File: config.mk
export PLATFORM = sky130hd
export DESIGN_NAME = min_removals_bitonic_subsequence_flat
export DESIGN_NICKNAME = d
export VERILOG_FILES = /design/src/hw/rtl/mrbs_pkg.sv /design/src/hw/rtl/mrbs_if.sv /design/src/hw/rtl/min_removals_bitonic_subsequence.sv /design/src/hw/rtl/mrbs_engine.sv /design/src/flat_wrapper.sv
export SDC_FILE = /design/constraint.sdc
export NUM_CORES = 2
export LEC_CHECK = 0
export BUFFER_PORTS_ARGS = -buffer_cell sky130_fd_sc_hd__buf_4
export CORE_MARGIN = 8
export CORE_UTILIZATION = 50
export DETAILED_ROUTE_END_ITERATION = 8
export GPL_ROUTABILITY_DRIVEN = 0
export PLACE_DENSITY = 0.68
export SYNTH_ARGS = -nofsm -noshare
export SYNTH_HDL_FRONTEND = slang
export SYNTH_SLANG_ARGS = --single-unit
File: constraint.sdc
create_clock -name clk -period 5 [get_ports clk]
set_input_delay 1 -clock clk [delete_from_list [all_inputs] [get_ports clk]]
set_output_delay 1 -clock clk [all_outputs]
set_load 0.01 [all_outputs]
File: src/hw/rtl/mrbs_pkg.sv
// ----------------------------------------------------------------------------
// mrbs_pkg
// Shared types and field widths for the longest mountain subsequence block.
// ----------------------------------------------------------------------------
`default_nettype none

package mrbs_pkg;

  localparam int VALUE_W = 32;
  localparam int OUT_W   = 7;

  typedef enum logic [1:0] {
    T_LOAD,
    T_RUN,
    T_EMIT
  } top_state_t;

  typedef enum logic [2:0] {
    E_IDLE,
    E_R_HEAD,
    E_R_FIRST,
    E_R_ROW,
    E_F_HEAD,
    E_F_FIRST,
    E_F_ROW,
    E_DONE
  } eng_state_t;

endpackage

`default_nettype wire

File: src/hw/rtl/mrbs_if.sv
// ----------------------------------------------------------------------------
// mrbs_in_if / mrbs_out_if
// Valid/ready channels for sequence elements and for mountain results.
// ----------------------------------------------------------------------------
`default_nettype none

interface mrbs_in_if;
  import mrbs_pkg::*;

  logic                      valid;
  logic                      ready;
  logic signed [VALUE_W-1:0] value;
  logic                      last;

  modport source (output valid, output value, output last, input ready);
  modport sink   (input valid, input value, input last, output ready);
endinterface

interface mrbs_out_if;
  import mrbs_pkg::*;

  logic             valid;
  logic             ready;
  logic [OUT_W-1:0] removals;
  logic [OUT_W-1:0] mountain_length;
  logic             overflow;

  modport source (output valid, output removals, output mountain_length,
                  output overflow, input ready);
  modport sink   (input valid, input removals, input mountain_length,
                  input overflow, output ready);
endinterface

`default_nettype wire

File: src/hw/rtl/min_removals_bitonic_subsequence.sv
// ----------------------------------------------------------------------------
// min_removals_bitonic_subsequence
// Longest mountain subsequence and minimum removals over a loaded sequence.
// ----------------------------------------------------------------------------
// Elements are taken one per cycle while loading; up to MAX_LEN are kept and
// further ones are dropped and flagged. The transfer with last set closes the
// sequence and starts the DP, during which no element is taken. Every step of
// the rise and fall passes is one read of the value memory and of the length
// memory and one compare, with one write-back per row. Elements are refused
// from the last transfer until the result is registered, longer if the
// previous result has not been taken yet. One result follows; the next
// sequence can load while that result waits to be taken.
`default_nettype none

module min_removals_bitonic_subsequence #(
  parameter int MAX_LEN = 64
) (
  input wire logic clk,
  input wire logic rst,
  mrbs_in_if.sink    items,
  mrbs_out_if.source results
);
  import mrbs_pkg::*;

  localparam int IDX_W = (MAX_LEN > 1) ? $clog2(MAX_LEN) : 1;
  localparam int CNT_W = $clog2(MAX_LEN + 1);
  localparam int EXT_W = (CNT_W > OUT_W) ? CNT_W : OUT_W;

  top_state_t state, state_next;
  logic [CNT_W-1:0] count, count_next;
  logic             ovf, ovf_next;
  logic             fire;
  logic             store_en;
  logic             start;
  logic             done;
  logic [CNT_W-1:0] best;
  logic [EXT_W-1:0] diff_ext;
  logic [EXT_W-1:0] best_ext;
  logic             emit;

  assign items.ready = (state == T_LOAD);
  assign fire        = items.valid && items.ready;
  assign diff_ext    = EXT_W'(count - best);
  assign best_ext    = EXT_W'(best);

  mrbs_engine #(
    .MAX_LEN (MAX_LEN),
    .IDX_W   (IDX_W),
    .CNT_W   (CNT_W)
  ) u_engine (
    .clk         (clk),
    .rst         (rst),
    .store_en    (store_en),
    .store_addr  (count[IDX_W-1:0]),
    .store_value (items.value),
    .start       (start),
    .seq_len     (count_next),
    .done        (done),
    .best        (best)
  );

  always_comb begin
    state_next = state;
    count_next = count;
    ovf_next   = ovf;
    store_en   = 1'b0;
    start      = 1'b0;
    emit       = 1'b0;
    case (state)
      T_LOAD: begin
        if (fire) begin
          if (count < CNT_W'(MAX_LEN)) begin
            store_en   = 1'b1;
            count_next = CNT_W'(count + 1'b1);
          end else begin
            ovf_next = 1'b1;
          end
          if (items.last) begin
            start      = 1'b1;
            state_next = T_RUN;
          end
        end
      end
      T_RUN: begin
        if (done) begin
          state_next = T_EMIT;
        end
      end
      T_EMIT: begin
        if (!results.valid || results.ready) begin
          emit       = 1'b1;
          count_next = '0;
          ovf_next   = 1'b0;
          state_next = T_LOAD;
        end
      end
      default: begin
        state_next = T_LOAD;
      end
    endcase
  end

  always_ff @(posedge clk) begin
    if (rst) begin
      state         <= T_LOAD;
      count         <= '0;
      ovf           <= 1'b0;
      results.valid <= 1'b0;
    end else begin
      state <= state_next;
      count <= count_next;
      ovf   <= ovf_next;
      if (emit) begin
        results.valid <= 1'b1;
      end else if (results.ready) begin
        results.valid <= 1'b0;
      end
    end
    if (emit) begin
      results.removals        <= diff_ext[OUT_W-1:0];
      results.mountain_length <= best_ext[OUT_W-1:0];
      results.overflow        <= ovf;
    end
  end

endmodule

`default_nettype wire

File: src/hw/rtl/mrbs_engine.sv
// ----------------------------------------------------------------------------
// mrbs_engine
// Element store and quadratic rise/fall DP. One read per cycle on each of the
// value and length memories; a length entry holds the rise and fall lengths
// of one position. Best peak length accumulated during the fall pass.
// ----------------------------------------------------------------------------
`default_nettype none

module mrbs_engine #(
  parameter int MAX_LEN = 64,
  parameter int IDX_W   = 6,
  parameter int CNT_W   = 7
) (
  input  wire logic                               clk,
  input  wire logic                               rst,
  input  wire logic                               store_en,
  input  wire logic [IDX_W-1:0]                   store_addr,
  input  wire logic signed [mrbs_pkg::VALUE_W-1:0] store_value,
  input  wire logic                               start,
  input  wire logic [CNT_W-1:0]                   seq_len,
  output logic                                    done,
  output logic [CNT_W-1:0]                        best
);
  import mrbs_pkg::*;

  logic signed [VALUE_W-1:0] value_mem [MAX_LEN];
  logic [2*CNT_W-1:0]        len_mem   [MAX_LEN];

  eng_state_t state, state_next;
  logic [IDX_W-1:0] p, p_next;
  logic [CNT_W-1:0] q, q_next;
  logic [CNT_W-1:0] n;
  logic [CNT_W-1:0] cur, cur_next;
  logic [CNT_W-1:0] ri, ri_next;
  logic [CNT_W-1:0] best_next;
  logic signed [VALUE_W-1:0] vp, vp_next;

  logic [IDX_W-1:0]          val_raddr, len_raddr;
  logic signed [VALUE_W-1:0] val_rdata;
  logic [2*CNT_W-1:0]        len_rdata;
  logic [CNT_W-1:0]          rise_rdata, fall_rdata;
  logic                      rise_we, fall_we;
  logic [CNT_W-1:0]          len_wdata;
  logic [2*CNT_W-1:0]        mem_wdata;

  logic             lt_rise, lt_fall;
  logic [CNT_W-1:0] rise_eff, fall_eff;
  logic [CNT_W:0]   peak_sum;
  logic [CNT_W-1:0] peak_len;
  logic [CNT_W-1:0] ri_use;

  always_ff @(posedge clk) begin
    if (store_en) begin
      value_mem[store_addr] <= store_value;
    end
    val_rdata <= value_mem[val_raddr];
  end

  // upper half rise length, lower half fall length
  always_ff @(posedge clk) begin
    if (rise_we || fall_we) begin
      len_mem[p] <= mem_wdata;
    end
    len_rdata <= len_mem[len_raddr];
  end

  assign rise_rdata = len_rdata[2*CNT_W-1:CNT_W];
  assign fall_rdata = len_rdata[CNT_W-1:0];
  assign mem_wdata  = rise_we ? {len_wdata, CNT_W'(0)} : {ri_use, len_wdata};

  // vq < vp with the stored length able to extend the current one
  assign lt_rise  = (val_rdata < vp) && (rise_rdata >= cur);
  assign lt_fall  = (val_rdata < vp) && (fall_rdata >= cur);
  assign rise_eff = lt_rise ? CNT_W'(rise_rdata + 1'b1) : cur;
  assign fall_eff = lt_fall ? CNT_W'(fall_rdata + 1'b1) : cur;

  always_ff @(posedge clk) begin
    if (rst) begin
      state <= E_IDLE;
      best  <= '0;
    end else begin
      state <= state_next;
      best  <= best_next;
    end
    p   <= p_next;
    q   <= q_next;
    cur <= cur_next;
    ri  <= ri_next;
    vp  <= vp_next;
    if (start) begin
      n <= seq_len;
    end
  end

  always_comb begin
    state_next = state;
    p_next     = p;
    q_next     = q;
    cur_next   = cur;
    ri_next    = ri;
    vp_next    = vp;
    best_next  = best;
    val_raddr  = p;
    len_raddr  = q[IDX_W-1:0];
    rise_we    = 1'b0;
    fall_we    = 1'b0;
    len_wdata  = cur;
    done       = 1'b0;
    ri_use     = (state == E_F_FIRST) ? rise_rdata : ri;
    peak_sum   = (CNT_W+1)'(ri_use) + (CNT_W+1)'(len_wdata) - 1'b1;
    peak_len   = peak_sum[CNT_W-1:0];

    case (state)
      E_IDLE: begin
        if (start) begin
          p_next     = '0;
          best_next  = '0;
          state_next = E_R_HEAD;
        end
      end

      E_R_HEAD: begin
        val_raddr  = p;
        q_next     = '0;
        state_next = E_R_FIRST;
      end

      E_R_FIRST, E_R_ROW: begin
        if (state == E_R_FIRST) begin
          vp_next  = val_rdata;
          cur_next = CNT_W'(1);
          len_wdata = CNT_W'(1);
        end else begin
          cur_next  = rise_eff;
          len_wdata = rise_eff;
        end
        if (q < CNT_W'(p)) begin
          val_raddr  = q[IDX_W-1:0];
          len_raddr  = q[IDX_W-1:0];
          q_next     = CNT_W'(q + 1'b1);
          state_next = E_R_ROW;
        end else begin
          rise_we = 1'b1;
          if (CNT_W'(p) + 1'b1 == {1'b0, n}) begin
            state_next = E_F_HEAD;
          end else begin
            p_next     = IDX_W'(p + 1'b1);
            state_next = E_R_HEAD;
          end
        end
      end

      E_F_HEAD: begin
        val_raddr  = p;
        len_raddr  = p;
        q_next     = CNT_W'(p) + 1'b1;
        state_next = E_F_FIRST;
      end

      E_F_FIRST, E_F_ROW: begin
        if (state == E_F_FIRST) begin
          vp_next   = val_rdata;
          ri_next   = rise_rdata;
          cur_next  = CNT_W'(1);
          len_wdata = CNT_W'(1);
        end else begin
          cur_next  = fall_eff;
          len_wdata = fall_eff;
        end
        peak_sum = (CNT_W+1)'(ri_use) + (CNT_W+1)'(len_wdata) - 1'b1;
        peak_len = peak_sum[CNT_W-1:0];
        if (q < n) begin
          val_raddr  = q[IDX_W-1:0];
          len_raddr  = q[IDX_W-1:0];
          q_next     = CNT_W'(q + 1'b1);
          state_next = E_F_ROW;
        end else begin
          fall_we = 1'b1;
          if (ri_use > CNT_W'(1) && len_wdata > CNT_W'(1) && peak_len > best) begin
            best_next = peak_len;
          end
          if (p == '0) begin
            state_next = E_DONE;
          end else begin
            p_next     = IDX_W'(p - 1'b1);
            state_next = E_F_HEAD;
          end
        end
      end

      E_DONE: begin
        done       = 1'b1;
        state_next = E_IDLE;
      end

      default: begin
        state_next = E_IDLE;
      end
    endcase
  end

endmodule

`default_nettype wire

File: src/flat_wrapper.sv
// flat-port wrapper written by rule: the top's interface ports become plain ports
module min_removals_bitonic_subsequence_flat import mrbs_pkg::*;
#(
  parameter int MAX_LEN = 64
)
  (clk, rst, items_valid, items_value, items_last, items_ready, results_valid, results_removals, results_mountain_length, results_overflow, results_ready);
  mrbs_in_if items_i ();
  mrbs_out_if results_i ();
  input wire logic clk;
  input wire logic rst;
  input wire logic [$bits(items_i.valid)-1:0] items_valid;
  input wire logic [$bits(items_i.value)-1:0] items_value;
  input wire logic [$bits(items_i.last)-1:0] items_last;
  output wire logic [$bits(items_i.ready)-1:0] items_ready;
  output wire logic [$bits(results_i.valid)-1:0] results_valid;
  output wire logic [$bits(results_i.removals)-1:0] results_removals;
  output wire logic [$bits(results_i.mountain_length)-1:0] results_mountain_length;
  output wire logic [$bits(results_i.overflow)-1:0] results_overflow;
  input wire logic [$bits(results_i.ready)-1:0] results_ready;
  assign items_i.valid = items_valid;
  assign items_i.value = items_value;
  assign items_i.last = items_last;
  assign items_ready = items_i.ready;
  assign results_valid = results_i.valid;
  assign results_removals = results_i.removals;
  assign results_mountain_length = results_i.mountain_length;
  assign results_overflow = results_i.overflow;
  assign results_i.ready = results_ready;
  min_removals_bitonic_subsequence #(.MAX_LEN(MAX_LEN)) u_core (.clk(clk), .rst(rst), .items(items_i), .results(results_i));
endmodule
==> impl_metrics.yaml <==
sta:
  slew_headroom: 0.1713
  fin_crit_ns: 5.325
  fin_crit_sh: 1.065
  slew_violations: 0
  fmax_ghz: 0.1878
  finalSetupViolations: 8
  finalSetupTns_ns: -2.251
  setup_ws_ns: -0.3255
  tightest_slew_ns: 1.232
  rsz0062_at_grt: "yes"
  clock_skew_ns: 0.1024
  hold_violations: 0
logic_synthesis:
  synthFlopType: "edfxtp_1"
  async_flop_share: 0
  synth_top_family_by_area: "multiplexers"
  synth_cell_types: 87
  synth.area.mux_share: 0.08742
  ys_ff_latch: 3092
  mappedNetlistNets: 7568
  synthCells: 7438
  synth_xor_area_frac: 0.003004
  ys_seq_area_frac: 0.7527
  avgSynthCellArea_um2: 16.46
  syn_area_um2: 122500
  synth_compound_area_frac: 0.06283
  yosys.area_share.simple: 0.06444
  synth_warnings: 0
  synth_edf_count: 3025
  synthAdderAreaFrac: 0.009685
power:
  power_uw: 59100
  vdd_drop_max_v: 0.0004258
  pwr-share-clk: 0.388
  sequentialPowerShare: 0.488
  p_switching_uw: 14550
  powerDensity_nw_per_um2: 417.7
  p_sw_frac: 0.2462
  power.internal_uw: 44550
  p_leak_uw: 0.04752
  p_comb_frac: 0.124
floorplan:
  rows: 181
  die_height_um: 510.9
  core_um2: 243500
  die_x_um: 510.9
  io_pins: 54
  die-area_um2: 261000
  start_util: 0.5030
worst_setup_path:
  crit_path_end: "u_core.u_engine.best[4]"
  startpoint: "u_core.u_engine.vp[10]"
  r2r_start: "u_core.u_engine.vp[10]"
  endpoint_kind: "flop"
  r2r_cells: 27
  path_max_fanout: 7
  path_class: "flop to flop"
  reg2reg_to: "u_core.u_engine.best[4]"
  r2r_slack_ns: -0.33
  required_ns: 5.88
  cp.arrival_ns: 6.21
  startpoint_type: "flop"
global_routing:
  grt_max_degree: 91
  grt_pass1_vias: 71410
  grt_pass1_wl_um: 504700
  antenna_found_initial: 16
  grt.total_usage: 0.2612
  grt_overflow: 0
clocking:
  cts_tree: "yes"
  htreeDepth: 5
  cts.sinks: 3092
  cts_buffers: 323
  clock_latency_ns: 0.98
  postCtsHoldBufs: 0
  clkTransAtPathRegs_ns: 0.07
  root_buffer: "clkbuf_16"
  ctsLongestPathBuffers: 4
detailed_routing:
  vias_per_cell: 6.457
  ant_nets: 0
  drc: 0
  dr.pass1.iters: 9
  drtIter0Drc: 12240
  top_layer: "met5"
  route.vias.total: 73750
  met3_length_um: 44050
  met1_length_um: 136800
  wl_um: 354100
  avgRoutedWirePerCell_um: 31.00
  wl_met2_um: 159400
placed_design:
  portBuffers: 53
  place_hpwl_um: 211200
final_layout:
  fillers: 17730
  nets: 8102
  drive_gt1_frac: 0.1875
  synthToLayoutAreaGrowth_pct: 15.53
  final_cell_mix: "edfxtp_1, nand2_1, buf_4"
  layout_commonest_cell: "edfxtp_1"
worst_hold_path:
  worstHoldStart: "rst"
  min_path_type: "input port to flop"
run_status:
  outcome: "finished with violations"
  violations: "negative setup slack"
flow_run:
  cap_viol_max_count: 0
==> layer usage <==
layer	track usage	up-vias
met5	0	-
met4	0.09462	4
met3	0.06477	733
met2	0.3958	5114
met1	0.3704	37540
li1	-	30360
==> worst max-delay path: stages, from the launching register on <==
cell	delay, ns
edfxtp_1	0.39
inv_2	0.09
ha_4	0.20
and3_4	0.17
a221o_1	0.31
nand2_1	0.06
nand3b_1	0.10
a41oi_2	0.20
o21ai_1	0.09
buf_4	0.17
mux2i_4	0.22
mux2i_2	0.17
or2_4	0.25
ha_4	0.26
inv_1	0.05
ha_4	0.16
fa_2	0.58
ha_1	0.25
o21a_1	0.12
o21a_1	0.17
o21a_1	0.17
o21ai_0	0.22
nand2b_1	0.15
a21oi_4	0.19
nor4_4	0.06
nand3_1	0.13
o211a_4	0.21
a22o_1	0.15
==> cell usage after synthesis, types with 17 or more instances <==
cell,number,area [um^2]
o221ai_1,31,271.5
o21ai_0,112,560.5
buf_2,157,785.8
o22ai_1,151,944.7
nand2b_1,17,106.4
xnor2_1,30,262.8
nand3_1,190,950.9
a32oi_1,52,455.4
and2_1,73,456.7
edfxtp_1,3025,90840
mux4_2,283,6374
nand4_1,27,168.9
dfxtp_1,67,1341
mux2i_1,427,4274
ha_1,90,1126
a21o_1,28,210.2
a21oi_1,359,1797
and3_1,64,400.4
a211oi_1,142,1066
buf_4,24,180.2
a31oi_1,91,569.3
a311oi_1,55,481.7
a2111oi_0,30,262.8
buf_6,20,225.2
nor2_1,200,750.7
nor3_1,52,260.3
clkbuf_1,197,739.5
buf_1,41,153.9
nor4_1,76,475.5
inv_1,87,326.6
nand2_1,1030,3866
==> per-stage QoR <==
stage	utilization	area [um^2]	std cells	hold slack (ns)	setup WS, ns
after floorplan	-	122500	7438	0.3995	0.003190
after global placement	0.5387	131200	10840	0.4122	-0.5797
after detailed placement	0.5387	131200	10840	0.4196	-0.5780
after CTS	0.5802	141200	11400	0.2749	-0.3001
after global routing	0.5810	141500	11410	0.3144	-0.4857
final	0.5812	141500	11420	0.3420	-0.3255
==> sequential cells by signal (all words and copies together) (netlist names), 6 cells and up <==
name / flops
u_core.u_engine.ri: 7
u_core.results.removals: 7
u_core.u_engine.cur: 7
u_core.u_engine.val_rdata: 32
u_core.u_engine.best: 7
u_core.u_engine.n: 7
u_core.results.mountain_length: 7
u_core.u_engine.len_mem: 896
u_core.count: 7
u_core.u_engine.vp: 32
u_core.u_engine.q: 7
u_core.u_engine.len_rdata: 14
u_core.u_engine.p: 6
u_core.u_engine.value_mem: 2048
==> worst min-delay path by stage <==
| stage | endpoint | slack (ns) | depth (start not counted) |
|---|---|---|---|
| 6_report | u_core.results.valid | 0.34 | 2 |
| 5_1_grt | u_core.results.valid | 0.31 | 2 |
| 4_1_cts | u_core.results.valid | 0.27 | 2 |
| 3_5_place_dp | u_core.u_engine.vp[26] | 0.42 | 0 |
| 3_3_place_gp | u_core.u_engine.vp[0] | 0.41 | 0 |
| 2_1_floorplan | u_core.u_engine.vp[0] | 0.40 | 0 |
==> power by group through the flow <==
stage	logic (uW)	registers (uW)	clock network [uW]
floorplan	3640	29400	0
global placement	6830	29400	0
detailed placement	6910	29400	0
CTS	7020	28900	23100
global route	7600	28900	24100
finish	7310	28900	22900
==> what timing repair did <==
item / in CTS / in global routing
setup buffers: 6 / 6
setup endpoints to repair: 11 / 16
resized for setup: 23 / 30
pin swaps: 26 / 14
gates cloned: 0 / 1
==> area by class of cell <==
type                       instances  area (um^2)  share of cell area
multi-input combinational       3815        29020              0.2051
clock inverter                   154         1343            0.009489
clock buffer                     406         8582             0.06066
inverter                          91        341.6            0.002414
antenna                           13        32.53           0.0002299
timing repair buffer             649         5977             0.04225
tap                             3202         4006             0.02832
sequential                      3092        92180              0.6515
==> kinds of logic (layout without fill, tap and decap cells) <==
family | after synthesis | in the layout
flops | 3092 | 3092
simple gates | 1791 | 1791
compound gates | 1174 | 1174
mux | 715 | 715
buf+inv | 531 | 1300
fa+ha+maj | 93 | 93
xor+xnor | 42 | 42
other cells | 0 | 13
Power figures use the tool's default switching activity.
